<file path="config.mk">
export PLATFORM = sky130hd
export DESIGN_NAME = midpoint_circle_rasterizer_flat
export DESIGN_NICKNAME = d
export VERILOG_FILES = /design/src/hw/rtl/mcr_pkg.sv /design/src/hw/rtl/mcr_channels.sv /design/src/hw/rtl/mcr_step_unit.sv /design/src/hw/rtl/mcr_point_unit.sv /design/src/hw/rtl/midpoint_circle_rasterizer.sv /design/src/flat_wrapper.sv
export SDC_FILE = /design/constraint.sdc
export NUM_CORES = 1
export LEC_CHECK = 0
export BUFFER_PORTS_ARGS = -buffer_cell sky130_fd_sc_hd__buf_2
export CAP_MARGIN = 20
export CELL_PAD_IN_SITES_DETAIL_PLACEMENT = 2
export CELL_PAD_IN_SITES_GLOBAL_PLACEMENT = 2
export CORE_UTILIZATION = 36
export CTS_BUF_LIST = sky130_fd_sc_hd__clkbuf_4 sky130_fd_sc_hd__clkbuf_8
export CTS_CLUSTER_SIZE = 40
export DETAILED_ROUTE_END_ITERATION = 10
export PLACE_DENSITY = 0.9
export SETUP_SLACK_MARGIN = 0.15
export SLEW_MARGIN = 15
export SYNTH_ARGS = -nofsm -noshare
export SYNTH_HDL_FRONTEND = slang
export SYNTH_HIERARCHICAL = 1
export SYNTH_SLANG_ARGS = --single-unit
export TNS_END_PERCENT = 10
</file>
<file path="constraint.sdc">
create_clock -name clock -period 6.08 [get_ports clock]
set_clock_uncertainty 0.2 [all_clocks]
set_input_delay 1.52 -clock clock [delete_from_list [all_inputs] [get_ports clock]]
set_output_delay 1.52 -clock clock [all_outputs]
set_load 0.005 [all_outputs]
</file>
<file path="src/hw/rtl/mcr_pkg.sv">
// Package: constants and types of the midpoint circle rasterizer.
`timescale 1ns / 1ps

package mcr_pkg;

   localparam int SCREEN_WIDTH  = 32;
   localparam int SCREEN_HEIGHT = 32;
   localparam int BACK_BASE     = 32;
   localparam int BASE_ADDR     = BACK_BASE + SCREEN_WIDTH * SCREEN_HEIGHT;
   localparam int MAX_RESULTS   = 48;

   localparam int POS_W    = 8;   // center coordinate and loop variable width
   localparam int RADIUS_W = 6;
   localparam int COLOR_W  = 16;
   localparam int ADDR_W   = 12;
   localparam int NUM_PTS  = 8;
   localparam int ERR_W    = 10;
   localparam int COORD_W  = 10;  // signed screen coordinate, covers -63..318
   localparam int PROD_W   = 24;  // wide enough for base + row * width + column
   localparam int CNT_W    = $clog2(MAX_RESULTS);

   // Loop variables of the midpoint iteration.
   typedef struct packed {
      logic signed [POS_W-1:0] x;
      logic signed [POS_W-1:0] y;
      logic signed [ERR_W-1:0] err;
   } step_state_type;

   // Eight symmetric points of one loop step.
   typedef struct packed {
      logic [NUM_PTS-1:0][ADDR_W-1:0] addr;
      logic [NUM_PTS-1:0]             mask;
   } point_set_type;

endpackage

</file>
<file path="src/hw/rtl/mcr_channels.sv">
// Interfaces: circle command channel and point result channel.
`timescale 1ns / 1ps

interface mcr_req_if;
   logic                           valid;
   logic                           ready;
   logic [mcr_pkg::POS_W-1:0]      center_x;
   logic [mcr_pkg::POS_W-1:0]      center_y;
   logic [mcr_pkg::RADIUS_W-1:0]   radius;
   logic [mcr_pkg::COLOR_W-1:0]    pixel_color;

   modport source (output valid, center_x, center_y, radius, pixel_color, input ready);
   modport sink (input valid, center_x, center_y, radius, pixel_color, output ready);
endinterface

interface mcr_rsp_if;
   logic                          valid;
   logic                          ready;
   logic [mcr_pkg::ADDR_W-1:0]    addr_p0;
   logic [mcr_pkg::ADDR_W-1:0]    addr_p1;
   logic [mcr_pkg::ADDR_W-1:0]    addr_p2;
   logic [mcr_pkg::ADDR_W-1:0]    addr_p3;
   logic [mcr_pkg::ADDR_W-1:0]    addr_p4;
   logic [mcr_pkg::ADDR_W-1:0]    addr_p5;
   logic [mcr_pkg::ADDR_W-1:0]    addr_p6;
   logic [mcr_pkg::ADDR_W-1:0]    addr_p7;
   logic [mcr_pkg::NUM_PTS-1:0]   point_mask;
   logic [mcr_pkg::COLOR_W-1:0]   write_color;
   logic                          last_step;

   modport source (output valid, addr_p0, addr_p1, addr_p2, addr_p3, addr_p4, addr_p5,
                   addr_p6, addr_p7, point_mask, write_color, last_step, input ready);
   modport sink (input valid, addr_p0, addr_p1, addr_p2, addr_p3, addr_p4, addr_p5,
                 addr_p6, addr_p7, point_mask, write_color, last_step, output ready);
endinterface

</file>
<file path="src/hw/rtl/mcr_step_unit.sv">
// Step unit: one midpoint decision update of x, y and the error term.
`timescale 1ns / 1ps

module mcr_step_unit (
   input  mcr_pkg::step_state_type cur,
   output mcr_pkg::step_state_type nxt
);

   logic signed [mcr_pkg::POS_W-1:0] y_inc;
   logic signed [mcr_pkg::POS_W-1:0] x_dec;
   logic signed [mcr_pkg::ERR_W-1:0] err_mid;
   logic signed [mcr_pkg::ERR_W-1:0] y_ext;
   logic signed [mcr_pkg::ERR_W-1:0] x_ext;
   logic                             step_y;
   logic                             step_x;

   always_comb begin
      // advance y first while the error is not positive
      step_y  = (cur.err <= 0);
      y_inc   = cur.y + mcr_pkg::POS_W'(1);
      nxt.y   = step_y ? y_inc : cur.y;
      y_ext   = mcr_pkg::ERR_W'(nxt.y);
      err_mid = step_y ? (cur.err + (y_ext <<< 1) + mcr_pkg::ERR_W'(1)) : cur.err;

      // then pull x in once the error turns positive
      step_x  = (err_mid > 0);
      x_dec   = cur.x - mcr_pkg::POS_W'(1);
      nxt.x   = step_x ? x_dec : cur.x;
      x_ext   = mcr_pkg::ERR_W'(nxt.x);
      nxt.err = step_x ? (err_mid - (x_ext <<< 1) - mcr_pkg::ERR_W'(1)) : err_mid;
   end

endmodule

</file>
<file path="src/hw/rtl/mcr_point_unit.sv">
// Point unit: eight symmetric points, clipping and back-buffer addresses.
`timescale 1ns / 1ps

module mcr_point_unit (
   input  logic [mcr_pkg::POS_W-1:0]    center_x,
   input  logic [mcr_pkg::POS_W-1:0]    center_y,
   input  logic signed [mcr_pkg::POS_W-1:0] off_x,
   input  logic signed [mcr_pkg::POS_W-1:0] off_y,
   output mcr_pkg::point_set_type       points
);

   localparam logic signed [mcr_pkg::COORD_W-1:0] WIDTH_LIM =
      mcr_pkg::COORD_W'(mcr_pkg::SCREEN_WIDTH);
   localparam logic signed [mcr_pkg::COORD_W-1:0] HEIGHT_LIM =
      mcr_pkg::COORD_W'(mcr_pkg::SCREEN_HEIGHT);

   logic signed [mcr_pkg::COORD_W-1:0] cx, cy, dx, dy;
   logic signed [mcr_pkg::COORD_W-1:0] px [mcr_pkg::NUM_PTS];
   logic signed [mcr_pkg::COORD_W-1:0] py [mcr_pkg::NUM_PTS];
   logic [mcr_pkg::PROD_W-1:0]         full_addr [mcr_pkg::NUM_PTS];

   always_comb begin
      cx = signed'({{(mcr_pkg::COORD_W-mcr_pkg::POS_W){1'b0}}, center_x});
      cy = signed'({{(mcr_pkg::COORD_W-mcr_pkg::POS_W){1'b0}}, center_y});
      dx = mcr_pkg::COORD_W'(off_x);
      dy = mcr_pkg::COORD_W'(off_y);

      px[0] = cx + dx;  py[0] = cy + dy;
      px[1] = cx + dy;  py[1] = cy + dx;
      px[2] = cx - dy;  py[2] = cy + dx;
      px[3] = cx - dx;  py[3] = cy + dy;
      px[4] = cx - dx;  py[4] = cy - dy;
      px[5] = cx - dy;  py[5] = cy - dx;
      px[6] = cx + dy;  py[6] = cy - dx;
      px[7] = cx + dx;  py[7] = cy - dy;

      for (int i = 0; i < mcr_pkg::NUM_PTS; i++) begin
         full_addr[i] = mcr_pkg::PROD_W'(mcr_pkg::BASE_ADDR)
                      + mcr_pkg::PROD_W'(unsigned'(py[i])) * mcr_pkg::PROD_W'(mcr_pkg::SCREEN_WIDTH)
                      + mcr_pkg::PROD_W'(unsigned'(px[i]));
         // drop points off the screen, negative coordinates included
         if (px[i] < 0 || py[i] < 0 || px[i] >= WIDTH_LIM || py[i] >= HEIGHT_LIM) begin
            points.mask[i] = 1'b0;
            points.addr[i] = '0;
         end else begin
            points.mask[i] = 1'b1;
            points.addr[i] = full_addr[i][mcr_pkg::ADDR_W-1:0];
         end
      end
   end

endmodule

</file>
<file path="src/hw/rtl/midpoint_circle_rasterizer.sv">
// Top level: midpoint circle rasterizer with step sequencer and result register.
`timescale 1ns / 1ps

// Usage
//   req_chan takes one circle command per transaction: center_x, center_y,
//   radius and pixel_color. rsp_chan gives one transaction per loop step of
//   the midpoint circle: eight back-buffer write addresses, the on-screen
//   point_mask, write_color and last_step on the final step of the circle.
//   A circle of radius r gives about r/sqrt(2) + 1 steps, at most 46 for
//   r = 63 and never more than 48; every command gives at least one step.
// Timing
//   The command is first registered and the sequencer moves to the run
//   state; the first result is then loaded into the result register. After
//   that one result per cycle while the receiver keeps rsp_chan.ready high.
//   The shared step unit updates x, y and the error once per result, and
//   req_chan.ready is low until the last step is loaded into the result
//   register.
// Reset
//   Synchronous reset drops back to idle and empties the result register.
// Stall
//   A stalled receiver holds the result register; the sequencer waits and
//   the loop variables hold until the register frees up.
module midpoint_circle_rasterizer (
   input  logic         clock,
   input  logic         reset,
   mcr_req_if.sink      req_chan,
   mcr_rsp_if.source    rsp_chan
);

   localparam logic ST_IDLE = 1'b0;
   localparam logic ST_RUN  = 1'b1;

   logic                              state_ff, state_in;
   logic [mcr_pkg::POS_W-1:0]         cx_ff, cx_in;
   logic [mcr_pkg::POS_W-1:0]         cy_ff, cy_in;
   logic [mcr_pkg::COLOR_W-1:0]       color_ff, color_in;
   mcr_pkg::step_state_type           step_ff, step_in;
   logic [mcr_pkg::CNT_W-1:0]         count_ff, count_in;

   logic                              rsp_valid_ff, rsp_valid_in;
   mcr_pkg::point_set_type            pts_ff, pts_in;
   logic [mcr_pkg::COLOR_W-1:0]       rsp_color_ff, rsp_color_in;
   logic                              last_ff, last_in;

   mcr_pkg::step_state_type           step_next;
   mcr_pkg::point_set_type            pts_now;
   logic                              req_take;
   logic                              out_free;
   logic                              load;
   logic                              is_last;

   mcr_step_unit u_step (
      .cur (step_ff),
      .nxt (step_next)
   );

   mcr_point_unit u_points (
      .center_x (cx_ff),
      .center_y (cy_ff),
      .off_x    (step_ff.x),
      .off_y    (step_ff.y),
      .points   (pts_now)
   );

   assign req_chan.ready = (state_ff == ST_IDLE);
   assign req_take       = req_chan.valid && req_chan.ready;
   assign out_free       = !rsp_valid_ff || rsp_chan.ready;
   assign load           = (state_ff == ST_RUN) && out_free;
   // final step: loop condition fails next, or the step budget is used up
   assign is_last        = (count_ff == mcr_pkg::CNT_W'(mcr_pkg::MAX_RESULTS - 1))
                        || !(step_next.x >= step_next.y);

   always_comb begin
      state_in     = state_ff;
      cx_in        = cx_ff;
      cy_in        = cy_ff;
      color_in     = color_ff;
      step_in      = step_ff;
      count_in     = count_ff;
      rsp_valid_in = rsp_valid_ff;
      pts_in       = pts_ff;
      rsp_color_in = rsp_color_ff;
      last_in      = last_ff;

      // drop the held result once the receiver takes it
      if (rsp_valid_ff && rsp_chan.ready) begin
         rsp_valid_in = 1'b0;
      end

      unique case (state_ff)
         ST_IDLE: begin
            if (req_take) begin
               cx_in       = req_chan.center_x;
               cy_in       = req_chan.center_y;
               color_in    = req_chan.pixel_color;
               step_in.x   = mcr_pkg::POS_W'(req_chan.radius);
               step_in.y   = '0;
               step_in.err = '0;
               count_in    = '0;
               state_in    = ST_RUN;
            end
         end
         ST_RUN: begin
            if (load) begin
               // capture this step's points, then advance the loop
               rsp_valid_in = 1'b1;
               pts_in       = pts_now;
               rsp_color_in = color_ff;
               last_in      = is_last;
               step_in      = step_next;
               count_in     = count_ff + mcr_pkg::CNT_W'(1);
               if (is_last) begin
                  state_in = ST_IDLE;
               end
            end
         end
         default: begin
            state_in = ST_IDLE;
         end
      endcase
   end

   always_ff @(posedge clock) begin
      if (reset) begin
         state_ff     <= ST_IDLE;
         rsp_valid_ff <= 1'b0;
         step_ff      <= '0;
         count_ff     <= '0;
      end else begin
         state_ff     <= state_in;
         rsp_valid_ff <= rsp_valid_in;
         step_ff      <= step_in;
         count_ff     <= count_in;
      end
   end

   always_ff @(posedge clock) begin
      cx_ff        <= cx_in;
      cy_ff        <= cy_in;
      color_ff     <= color_in;
      pts_ff       <= pts_in;
      rsp_color_ff <= rsp_color_in;
      last_ff      <= last_in;
   end

   assign rsp_chan.valid       = rsp_valid_ff;
   assign rsp_chan.addr_p0     = pts_ff.addr[0];
   assign rsp_chan.addr_p1     = pts_ff.addr[1];
   assign rsp_chan.addr_p2     = pts_ff.addr[2];
   assign rsp_chan.addr_p3     = pts_ff.addr[3];
   assign rsp_chan.addr_p4     = pts_ff.addr[4];
   assign rsp_chan.addr_p5     = pts_ff.addr[5];
   assign rsp_chan.addr_p6     = pts_ff.addr[6];
   assign rsp_chan.addr_p7     = pts_ff.addr[7];
   assign rsp_chan.point_mask  = pts_ff.mask;
   assign rsp_chan.write_color = rsp_color_ff;
   assign rsp_chan.last_step   = last_ff;

endmodule

</file>
<file path="src/flat_wrapper.sv">
// flat-port wrapper written by rule: the top's interface ports become plain ports
module midpoint_circle_rasterizer_flat 
  (clock, reset, req_chan_valid, req_chan_center_x, req_chan_center_y, req_chan_radius, req_chan_pixel_color, req_chan_ready, rsp_chan_valid, rsp_chan_addr_p0, rsp_chan_addr_p1, rsp_chan_addr_p2, rsp_chan_addr_p3, rsp_chan_addr_p4, rsp_chan_addr_p5, rsp_chan_addr_p6, rsp_chan_addr_p7, rsp_chan_point_mask, rsp_chan_write_color, rsp_chan_last_step, rsp_chan_ready);
  mcr_req_if req_chan_i ();
  mcr_rsp_if rsp_chan_i ();
  input  logic clock;
  input  logic reset;
  input wire logic [$bits(req_chan_i.valid)-1:0] req_chan_valid;
  input wire logic [$bits(req_chan_i.center_x)-1:0] req_chan_center_x;
  input wire logic [$bits(req_chan_i.center_y)-1:0] req_chan_center_y;
  input wire logic [$bits(req_chan_i.radius)-1:0] req_chan_radius;
  input wire logic [$bits(req_chan_i.pixel_color)-1:0] req_chan_pixel_color;
  output wire logic [$bits(req_chan_i.ready)-1:0] req_chan_ready;
  output wire logic [$bits(rsp_chan_i.valid)-1:0] rsp_chan_valid;
  output wire logic [$bits(rsp_chan_i.addr_p0)-1:0] rsp_chan_addr_p0;
  output wire logic [$bits(rsp_chan_i.addr_p1)-1:0] rsp_chan_addr_p1;
  output wire logic [$bits(rsp_chan_i.addr_p2)-1:0] rsp_chan_addr_p2;
  output wire logic [$bits(rsp_chan_i.addr_p3)-1:0] rsp_chan_addr_p3;
  output wire logic [$bits(rsp_chan_i.addr_p4)-1:0] rsp_chan_addr_p4;
  output wire logic [$bits(rsp_chan_i.addr_p5)-1:0] rsp_chan_addr_p5;
  output wire logic [$bits(rsp_chan_i.addr_p6)-1:0] rsp_chan_addr_p6;
  output wire logic [$bits(rsp_chan_i.addr_p7)-1:0] rsp_chan_addr_p7;
  output wire logic [$bits(rsp_chan_i.point_mask)-1:0] rsp_chan_point_mask;
  output wire logic [$bits(rsp_chan_i.write_color)-1:0] rsp_chan_write_color;
  output wire logic [$bits(rsp_chan_i.last_step)-1:0] rsp_chan_last_step;
  input wire logic [$bits(rsp_chan_i.ready)-1:0] rsp_chan_ready;
  assign req_chan_i.valid = req_chan_valid;
  assign req_chan_i.center_x = req_chan_center_x;
  assign req_chan_i.center_y = req_chan_center_y;
  assign req_chan_i.radius = req_chan_radius;
  assign req_chan_i.pixel_color = req_chan_pixel_color;
  assign req_chan_ready = req_chan_i.ready;
  assign rsp_chan_valid = rsp_chan_i.valid;
  assign rsp_chan_addr_p0 = rsp_chan_i.addr_p0;
  assign rsp_chan_addr_p1 = rsp_chan_i.addr_p1;
  assign rsp_chan_addr_p2 = rsp_chan_i.addr_p2;
  assign rsp_chan_addr_p3 = rsp_chan_i.addr_p3;
  assign rsp_chan_addr_p4 = rsp_chan_i.addr_p4;
  assign rsp_chan_addr_p5 = rsp_chan_i.addr_p5;
  assign rsp_chan_addr_p6 = rsp_chan_i.addr_p6;
  assign rsp_chan_addr_p7 = rsp_chan_i.addr_p7;
  assign rsp_chan_point_mask = rsp_chan_i.point_mask;
  assign rsp_chan_write_color = rsp_chan_i.write_color;
  assign rsp_chan_last_step = rsp_chan_i.last_step;
  assign rsp_chan_i.ready = rsp_chan_ready;
  midpoint_circle_rasterizer u_core (.clock(clock), .reset(reset), .req_chan(req_chan_i), .rsp_chan(rsp_chan_i));
endmodule
</file>
After elaboration in Yosys (flattened, before gate mapping)
Cells that the tools add are included.

word-level totals
  input bits = 42
  word-level logic and storage cells = 129
  bits in registers = 187
  output and inout bits = 123

operators by class
  multiplexer cells = 25
  eq/ne operators = 3
  reductions and logical operators = 34
  bitwise operators = 1
  $add $sub $neg = 27
  $lt $le $gt $ge = 19

operators with widths
  operator                                                             number
  adder 12 x 10 -> 12 bit                                              8
  greater-or-equal comparator 10 x 7 -> 1 bit (second input constant)  8
  < comparator 10 x 1 -> 1 bit (second input constant)                 8
  two-way mux 26 bit                                                   2
  one-hot mux 26 bit (2 select lines)                                  1
  adder 11 x 12 -> 12 bit (first input constant)                       4
  adder 9 x 8 -> 10 bit                                                4
  subtractor 9 x 8 -> 10 bit                                           4
  logical OR 1 bit                                                     26
  two-way mux 10 bit                                                   2
  two-way mux 8 bit                                                    2
  two-way mux 1 bit                                                    14
  two-way mux 6 bit                                                    2
  one-hot mux 6 bit (2 select lines)                                   1
  adder 10 x 2 -> 10 bit (second input constant)                       1
  adder 10 x 9 -> 10 bit                                               1
  > comparator 10 x 1 -> 1 bit (second input constant)                 1
  <= comparator 10 x 1 -> 1 bit (second input constant)                1
  subtractor 10 x 2 -> 10 bit (second input constant)                  1
  subtractor 10 x 9 -> 10 bit                                          1
  adder 8 x 2 -> 8 bit (second input constant)                         1
  greater-or-equal comparator 8 bit                                    1
  subtractor 8 x 2 -> 8 bit (second input constant)                    1
  adder 6 x 1 -> 6 bit (second input constant)                         1
  other kinds (7)                                                      13

Longest topological paths before layout
Gate-level depths: netlist of run 1.

  depth in word-level cells = 13
  gate-level depth with buffers = 28
  mapped depth without buffers = 27

Cells and area by module
The synthesis of run 1 kept the hierarchy.

modules (own cells, without submodules)
  module                      seq. area each (µm²)  area each (µm²)  cells each  instances
  midpoint_circle_rasterizer  5275.1                6256.0           322         1
  mcr_point_unit              0.0                   6159.7           839         1
  mcr_step_unit               0.0                   1657.8           236         1

Least setup slack after synthesis of run 1
Ideal clock, no wire load.

  kind = reg2reg
  from = register u_core/step_ff[6] (netlist bit)
  to = register u_core/step_ff[8] (netlist bit)
  period minus slack after synthesis = 6.040 ns
  data arrival time = 5.712 ns
  required time = 5.752 ns
  setup time = 0.128 ns
  setup slack = 0.040 ns
  cell stages (with the launch flop) = 26
  path buffers = 1
  path through = dfxtp_1 -> nor4_4 -> a31o_2 -> nand2_1 -> xnor2_1 -> ha_1 -> or2_2 -> a21o_1 -> a31o_1 -> or3_1 -> or3_4 -> o21ai_2 -> clkbuf_1 -> xnor2_1 -> inv_1 -> fa_1 -> nor2b_1 -> o21a_1 -> o21ai_0 -> a31oi_1 -> o311ai_2 -> o21ai_0 -> xnor2_1 -> o2bb2ai_1 -> a22oi_2 -> nor2_1

RTL lines
  what                      line                               text
  start: declaration        midpoint_circle_rasterizer.sv:37   mcr_pkg::step_state_type step_ff, step_in;
  start signal: assignment  midpoint_circle_rasterizer.sv:132  step_ff <= step_in;

==> results of run 1 <==
[logic make-up after synthesis]
logic type | count (synthesis) | synth area share, %
simple gates | 444 | 17.5
compound gates | 297 | 15.7
flops | 187 | 37.5
buf+inv | 174 | 5.42
fa+ha+maj | 162 | 15.4
xor+xnor | 112 | 7.07
mux | 21 | 1.49
[power groups by stage]
stage	sequential [W]	combinational, W	clock [W]
6_report	0.00193	0.00810	0.000938
5_1_grt	0.00196	0.00864	0.00100
4_1_cts	0.00192	0.00722	0.000960
3_5_place_dp	0.00195	0.00698	0
3_3_place_gp	0.00192	0.00642	0
2_1_floorplan	0.00193	0.00451	0
[final cells by class]
type	count	area, µm²
tap	518	648
clock buffer	17	234
fill	4091	21800
clock inverter	15	189
multi-input combinational	1036	8360
sequential	187	5280
timing repair buffer	266	1650
inverter	121	454
[final timing paths]
check / slack (ns) / end
worst max-delay path: 0.16 / u_core/step_ff[9]
worst min register to register: 0.23 / u_core/rsp_chan.write_color[9]
worst min-delay path: 0.23 / u_core/rsp_chan.write_color[9]
worst max register to register: 0.16 / u_core/step_ff[9]
[synthesized netlist by cell type, types with 9 or more instances]
cell type and number:
nor4_1 12, ha_1 144, dfxtp_1 34, a211oi_1 16
and2_1 15, a22oi_2 20, a21oi_1 64, xor2_1 25
fa_1 18, nor3b_1 10, buf_6 11, a31oi_1 9
nor2b_1 38, nand3_1 27, o21bai_1 9, xnor2_1 86
nand2_1 46, inv_1 117, nor3_1 78, nand2b_1 20
nand4_1 9, a21o_1 40, edfxtp_1 153, or3_1 17
clkbuf_1 21, o21ai_0 52, and3_1 10, o211ai_1 9
mux2i_1 21, nor2_1 109, buf_2 16
[critical path: cells and delay by family, from the launching register on]
family | cells | cell delay, ns
AOI/OAI and AO/OA | 9 | 1.70
and+or+nand+nor | 7 | 1.55
adders and majority gates | 2 | 0.75
xor gates and xnor gates | 3 | 0.63
buffers and inverters | 4 | 0.58
DFF | 1 | 0.38
muxes | 1 | 0.07
[what timing repair did]
item                       4_1_cts  5_1_grt
gates resized for setup         10       59
setup buffers                    5       21
gates cloned                     0        0
hold endpoints to repair         0        0
pin swaps                        8       39
setup endpoints to repair        6        7
[registers in the layout (all words and copies together) (netlist names), 12 cells and up]
| signal | count |
|---|---|
| u_core/rsp_chan.addr_p4 | 12 |
| u_core/step_ff | 26 |
| u_core/color_ff | 16 |
| u_core/rsp_chan.addr_p3 | 12 |
| u_core/rsp_chan.addr_p5 | 12 |
| u_core/rsp_chan.addr_p6 | 12 |
| u_core/rsp_chan.addr_p1 | 12 |
| u_core/rsp_chan.write_color | 16 |
| u_core/rsp_chan.addr_p0 | 12 |
| u_core/rsp_chan.addr_p7 | 12 |
| u_core/rsp_chan.addr_p2 | 12 |
[placed cells by master, fill, tap and decap left out, types with 17 or more instances in the layout]
cell type  count
mux2i_1       20
inv_1        116
a21oi_1       59
nand2b_1      20
clkbuf_8      17
buf_4         96
nor3_1        77
nand3_1       27
nor2b_1       36
or3_1         17
nand2_1       41
ha_1         138
xnor2_1       78
o21ai_0       47
edfxtp_1     153
a22oi_2       20
xor2_1        24
a21o_1        40
buf_2        164
dfxtp_1       30
nor2_1       105
[per-layer routing]
metal  part of all wire, %  vias to the layer above
met5                     0                        -
met4                   3.6                        0
met3                   3.0                      114
met2                    53                      317
met1                    41                     6196
li1                      -                     5509
[through the flow]
step	hold WS, ns	worst slack [ns]	instances	utilization, %	power, W
finish	0.227	0.164	2160	43.5	0.0110
global route	0.242	-0.0502	2160	43.5	0.0116
CTS	0.230	0.172	2137	42.3	0.0101
detailed placement	0.206	-0.118	2100	40.9	0.00894
global placement	0.200	0.169	2100	40.9	0.00833
floorplan	0.200	0.157	1397	-	0.00644
==> results.toml, run 1 <==
[status]
status = "complete, no violations"

[grt]
grt_pass1_vias = 13182
antenna_found_initial = 0
grt_max_degree = 146
grt.met3_usage_pct = 3.49
globalRouteMet1Util_pct = 28.9
gr-total-overflow = 0
top_usage_layer = "met2"
grtUsageMet2_pct = 46.8
grt_pass1_wl_mm = 76.1
grt_usage_pct = 25.2

[critical_path]
crit_start = "u_core/step_ff[8]"
max_stage_delay_ns = 0.51
r2r-start = "u_core/step_ff[8]"
crit_required_ns = 6.34
crit_path_start_kind = "flip-flop"
path_max_fanout = 5
rr_worst_depth = 26
cp_slowest_cell = "or4_4"
end_kind = "flip-flop"
cpMostUsedCell = "buf_4"
cp.arrival_ns = 6.17
crit_type = "flip-flop to flip-flop"

[synth]
synth_cell_type_count = 96
synth_area_leaders = "edfxtp_1 (33%), ha_1 (13%), xnor2_1 (5.4%), dfxtp_1 (4.8%), inv_1 (3.1%)"
syn-cell-area_mm2 = 0.0141
synth-edff-count = 153
synth_top_area_share_pct = 32.6
ys_seq_area_share_pct = 37.5
yosysWarnings = 6
postSynthAreaPerCell_um2 = 10.1
ys.flop_type = "edfxtp_1"
yosysTopAreaCell = "edfxtp_1"
syn_nets = 1601
syn-instance-count = 1397
synth-seq-cells = 187
synthArstFlopShare_pct = 0

[routing]
avgRoutedWirePerCell_um = 24.0
drtAntennaViolNets = 0
drc = 0
drt_iter0_markers = 658
via_per_inst = 5.62
vias = 12136
routed_wl_mm = 51.8
first_pass_iters = 5

[clock_network]
root_buffer = "clkbuf_8"
clockBufferDepth = 2
cts_tree = "yes"
clk-insertion-delay-late_ns = 0.54
clock-sinks = 187
clk_pin_slew_worst_paths_ns = 0.11
htreeDepth = 4
cts_buffers = 17
ctsHoldBuffers = 0

[pwr]
total_leakage_power_nw = 7.01
seqPwrFrac_pct = 17.6
sw_frac_of_total_pct = 49.1
internal_power_w = 0.00558
clock_power_share_pct = 8.6
pwr-share-comb_pct = 73.9
p_sw_w = 0.00538
power_density_mw_per_mm2 = 652
max-vdd-ir-drop_v = 0.000524

[sta]
hold_viol_final = 0
rsz0062_at_grt = "yes"
worst_pin_slew_ns = 1.01
fmax_mhz = 169
slew_viol_final = 0
period_minus_slack_ns = 5.92
min_period_over_period_pct = 97.3
max_slew_margin_pct = 33.0
setup_viol = 0
fin_setup_tns_ns = 0

[worst_hold_path]
hp-start = "u_core/color_ff[9]"
hold_depth = 0
hold_class = "flip-flop to flip-flop"

[layout]
fin_area_mm2 = 0.0168
drive_gt1_share_pct = 25.4
n_antenna_cell = 0
nets = 1833
area_growth_pct = 19.5

[placed_design]
io_buffers = 164
place_area_mm2 = 0.0158
dp.final_hpwl_mm = 39.1
place.gp.congestion = 0.888

[job]
cap_violations = 0

[floorplanning]
die_h_um = 200
die_area_mm2 = 0.0399
core_mm2 = 0.0386
num_io_pins = 165
die_w_um = 200
rows = 72
start_util_pct = 36.4
Power figures use the tool's default switching activity.
==> inputs of run 2 (changes only) <==
- CORE_UTILIZATION: 36 -> 42
- PLACE_DENSITY: 0.9 -> 0.95
- clock period: 6.08 -> 7.2 ns (I/O delays scaled with it)
==> results.toml, run 2 (synthesis results as in run 1) <==
[sta]
fin_setup_tns_ns = 0
setup_viol = 0
slew_viol_final = 0
worst_pin_slew_ns = 1.18
period_minus_slack_ns = 6.81
min_period_over_period_pct = 94.5
rsz0062_at_grt = "no"
fmax_mhz = 147
hold_viol_final = 0
max_slew_margin_pct = 21.1

[layout]
fin_area_mm2 = 0.0158
area_growth_pct = 12.0
final_cell_mix = "buf_2 (164), edfxtp_1 (153), ha_1 (144), inv_1 (117), nor2_1 (109)"
regMostFlops = "u_core/step_ff"
layout_commonest_cell = "buf_2"
nets = 1744
largest_register_ffs = 26
n_antenna_cell = 0
drive_gt1_share_pct = 18.4

[grt]
antenna_found_initial = 0
grt_pass1_wl_mm = 89.1
gr-total-overflow = 0
grt_usage_pct = 35.3
grt_pass1_vias = 14063
grt_max_degree = 146

[clock_network]
clk-insertion-delay-late_ns = 0.54
clock-sinks = 187
root_buffer = "clkbuf_8"
clk_pin_slew_worst_paths_ns = 0.12
htreeDepth = 4
clockBufferDepth = 2
cts_buffers = 17
ctsHoldBuffers = 0
cts_tree = "yes"

[pwr]
pwr-share-comb_pct = 70.2
power_density_mw_per_mm2 = 539
max-vdd-ir-drop_v = 0.000409
sw_frac_of_total_pct = 51.9
seqPwrFrac_pct = 20.0
clock_power_share_pct = 9.7
p_sw_w = 0.00442
internal_power_w = 0.00409
total_leakage_power_nw = 6.54

[placed_design]
io_buffers = 164
place_area_mm2 = 0.0152
dp.final_hpwl_mm = 41.1
place.gp.congestion = 0.868

[floorplanning]
die_w_um = 185
start_util_pct = 42.9
die_h_um = 185
num_io_pins = 165
rows = 66
die_area_mm2 = 0.0342
core_mm2 = 0.0328

[routing]
vias = 12611
drtAntennaViolNets = 0
avgRoutedWirePerCell_um = 30.1
routed_wl_mm = 60.0
via_per_inst = 6.32
drc = 0
first_pass_iters = 5
drt_iter0_markers = 875

[status]
status = "complete, no violations"

[critical_path]
end_kind = "flip-flop"
crit_path_start_kind = "flip-flop"
path_max_fanout = 13
crit_type = "flip-flop to flip-flop"
crit_required_ns = 7.40
cp.arrival_ns = 7.01

[worst_hold_path]
hold_class = "flip-flop to flip-flop"

[job]
cap_violations = 0
## run 2: cell count changes in the layout (fill, tap and decap cells not counted), sizes merged
cell / delta
inv: -4
buf: -89
clkbuf: +5
clkinvlp: -1
clkinv: -2
bufinv: +2
## run 2: path summary, 6_finish.rpt
path / from / to / slack [ns] / cells past startpoint
worst min-delay path: u_core/color_ff[12] / u_core/rsp_chan.write_color[12] / 0.21 / 0
worst max-delay path: u_core/step_ff[0] / u_core/step_ff[8] / 0.39 / 24
worst min register to register: u_core/color_ff[12] / u_core/rsp_chan.write_color[12] / 0.21 / 0
worst max register to register: u_core/step_ff[0] / u_core/step_ff[8] / 0.39 / 24
## run 2: power by group through the flow
stage,clock (W),sequential [W],combinational [W]
6_report,0.000829,0.00170,0.00597
2_1_floorplan,0,0.00163,0.00381
4_1_cts,0.000843,0.00170,0.00578
3_3_place_gp,0,0.00167,0.00492
3_5_place_dp,0,0.00171,0.00550
5_1_grt,0.000886,0.00172,0.00631
## run 2: timing repair
action	4_1_cts	5_1_grt
setup buffers	0	2
setup endpoints to repair	0	5
gates resized for setup	0	4
## run 2: area by class of cell
class	count	area, µm²
Fill cell	3395	17000
Multi-Input combinational cell	1036	8080
Sequential cell	187	5280
Timing Repair Buffer	177	971
Tap cell	442	553
Inverter	121	454
Clock buffer	22	284
Clock inverter	10	151
## run 2: layer usage
| metal | GRT usage (%) | vias up | share of wire [%] |
|---|---|---|---|
| met3 | 6.59 | 260 | 5.6 |
| met1 | 38.2 | 6393 | 38 |
| met5 | 0 | - | 0 |
| li1 | - | 5315 | - |
| met4 | 22.8 | 0 | 6.0 |
| met2 | 62.9 | 643 | 51 |
## run 2: worst max-delay path, cell delays in order, from the launching register on
cell	delay [ns]
dfxtp_1	0.45
nor4_4	0.43
a31oi_4	0.32
nand2_1	0.19
nand2_1	0.15
ha_1	0.44
a211o_1	0.38
a21o_1	0.17
a31o_1	0.25
or3_1	0.39
or3_4	0.40
or2_4	0.27
and2_2	0.29
a21o_1	0.24
ha_1	0.36
nor2b_1	0.18
o21a_1	0.21
nor4_1	0.24
o21ai_0	0.23
o311ai_2	0.19
o21ai_0	0.19
xnor2_1	0.17
o2bb2ai_1	0.11
a22oi_2	0.17
nor2_1	0.05
## run 2: through the flow
step                      power, W  utilization (%)  hold slack, ns  setup WS (ns)  std cells
after detailed placement   0.00721             46.4           0.207          0.487       1959
after CTS                  0.00832             47.8           0.213          0.404       1991
after global routing       0.00892             48.1           0.228         0.0665       1995
final                      0.00851             48.1           0.206          0.395       1995
after global placement     0.00659             46.4           0.200          0.881       1959
after floorplan            0.00544                -           0.200           1.16       1397
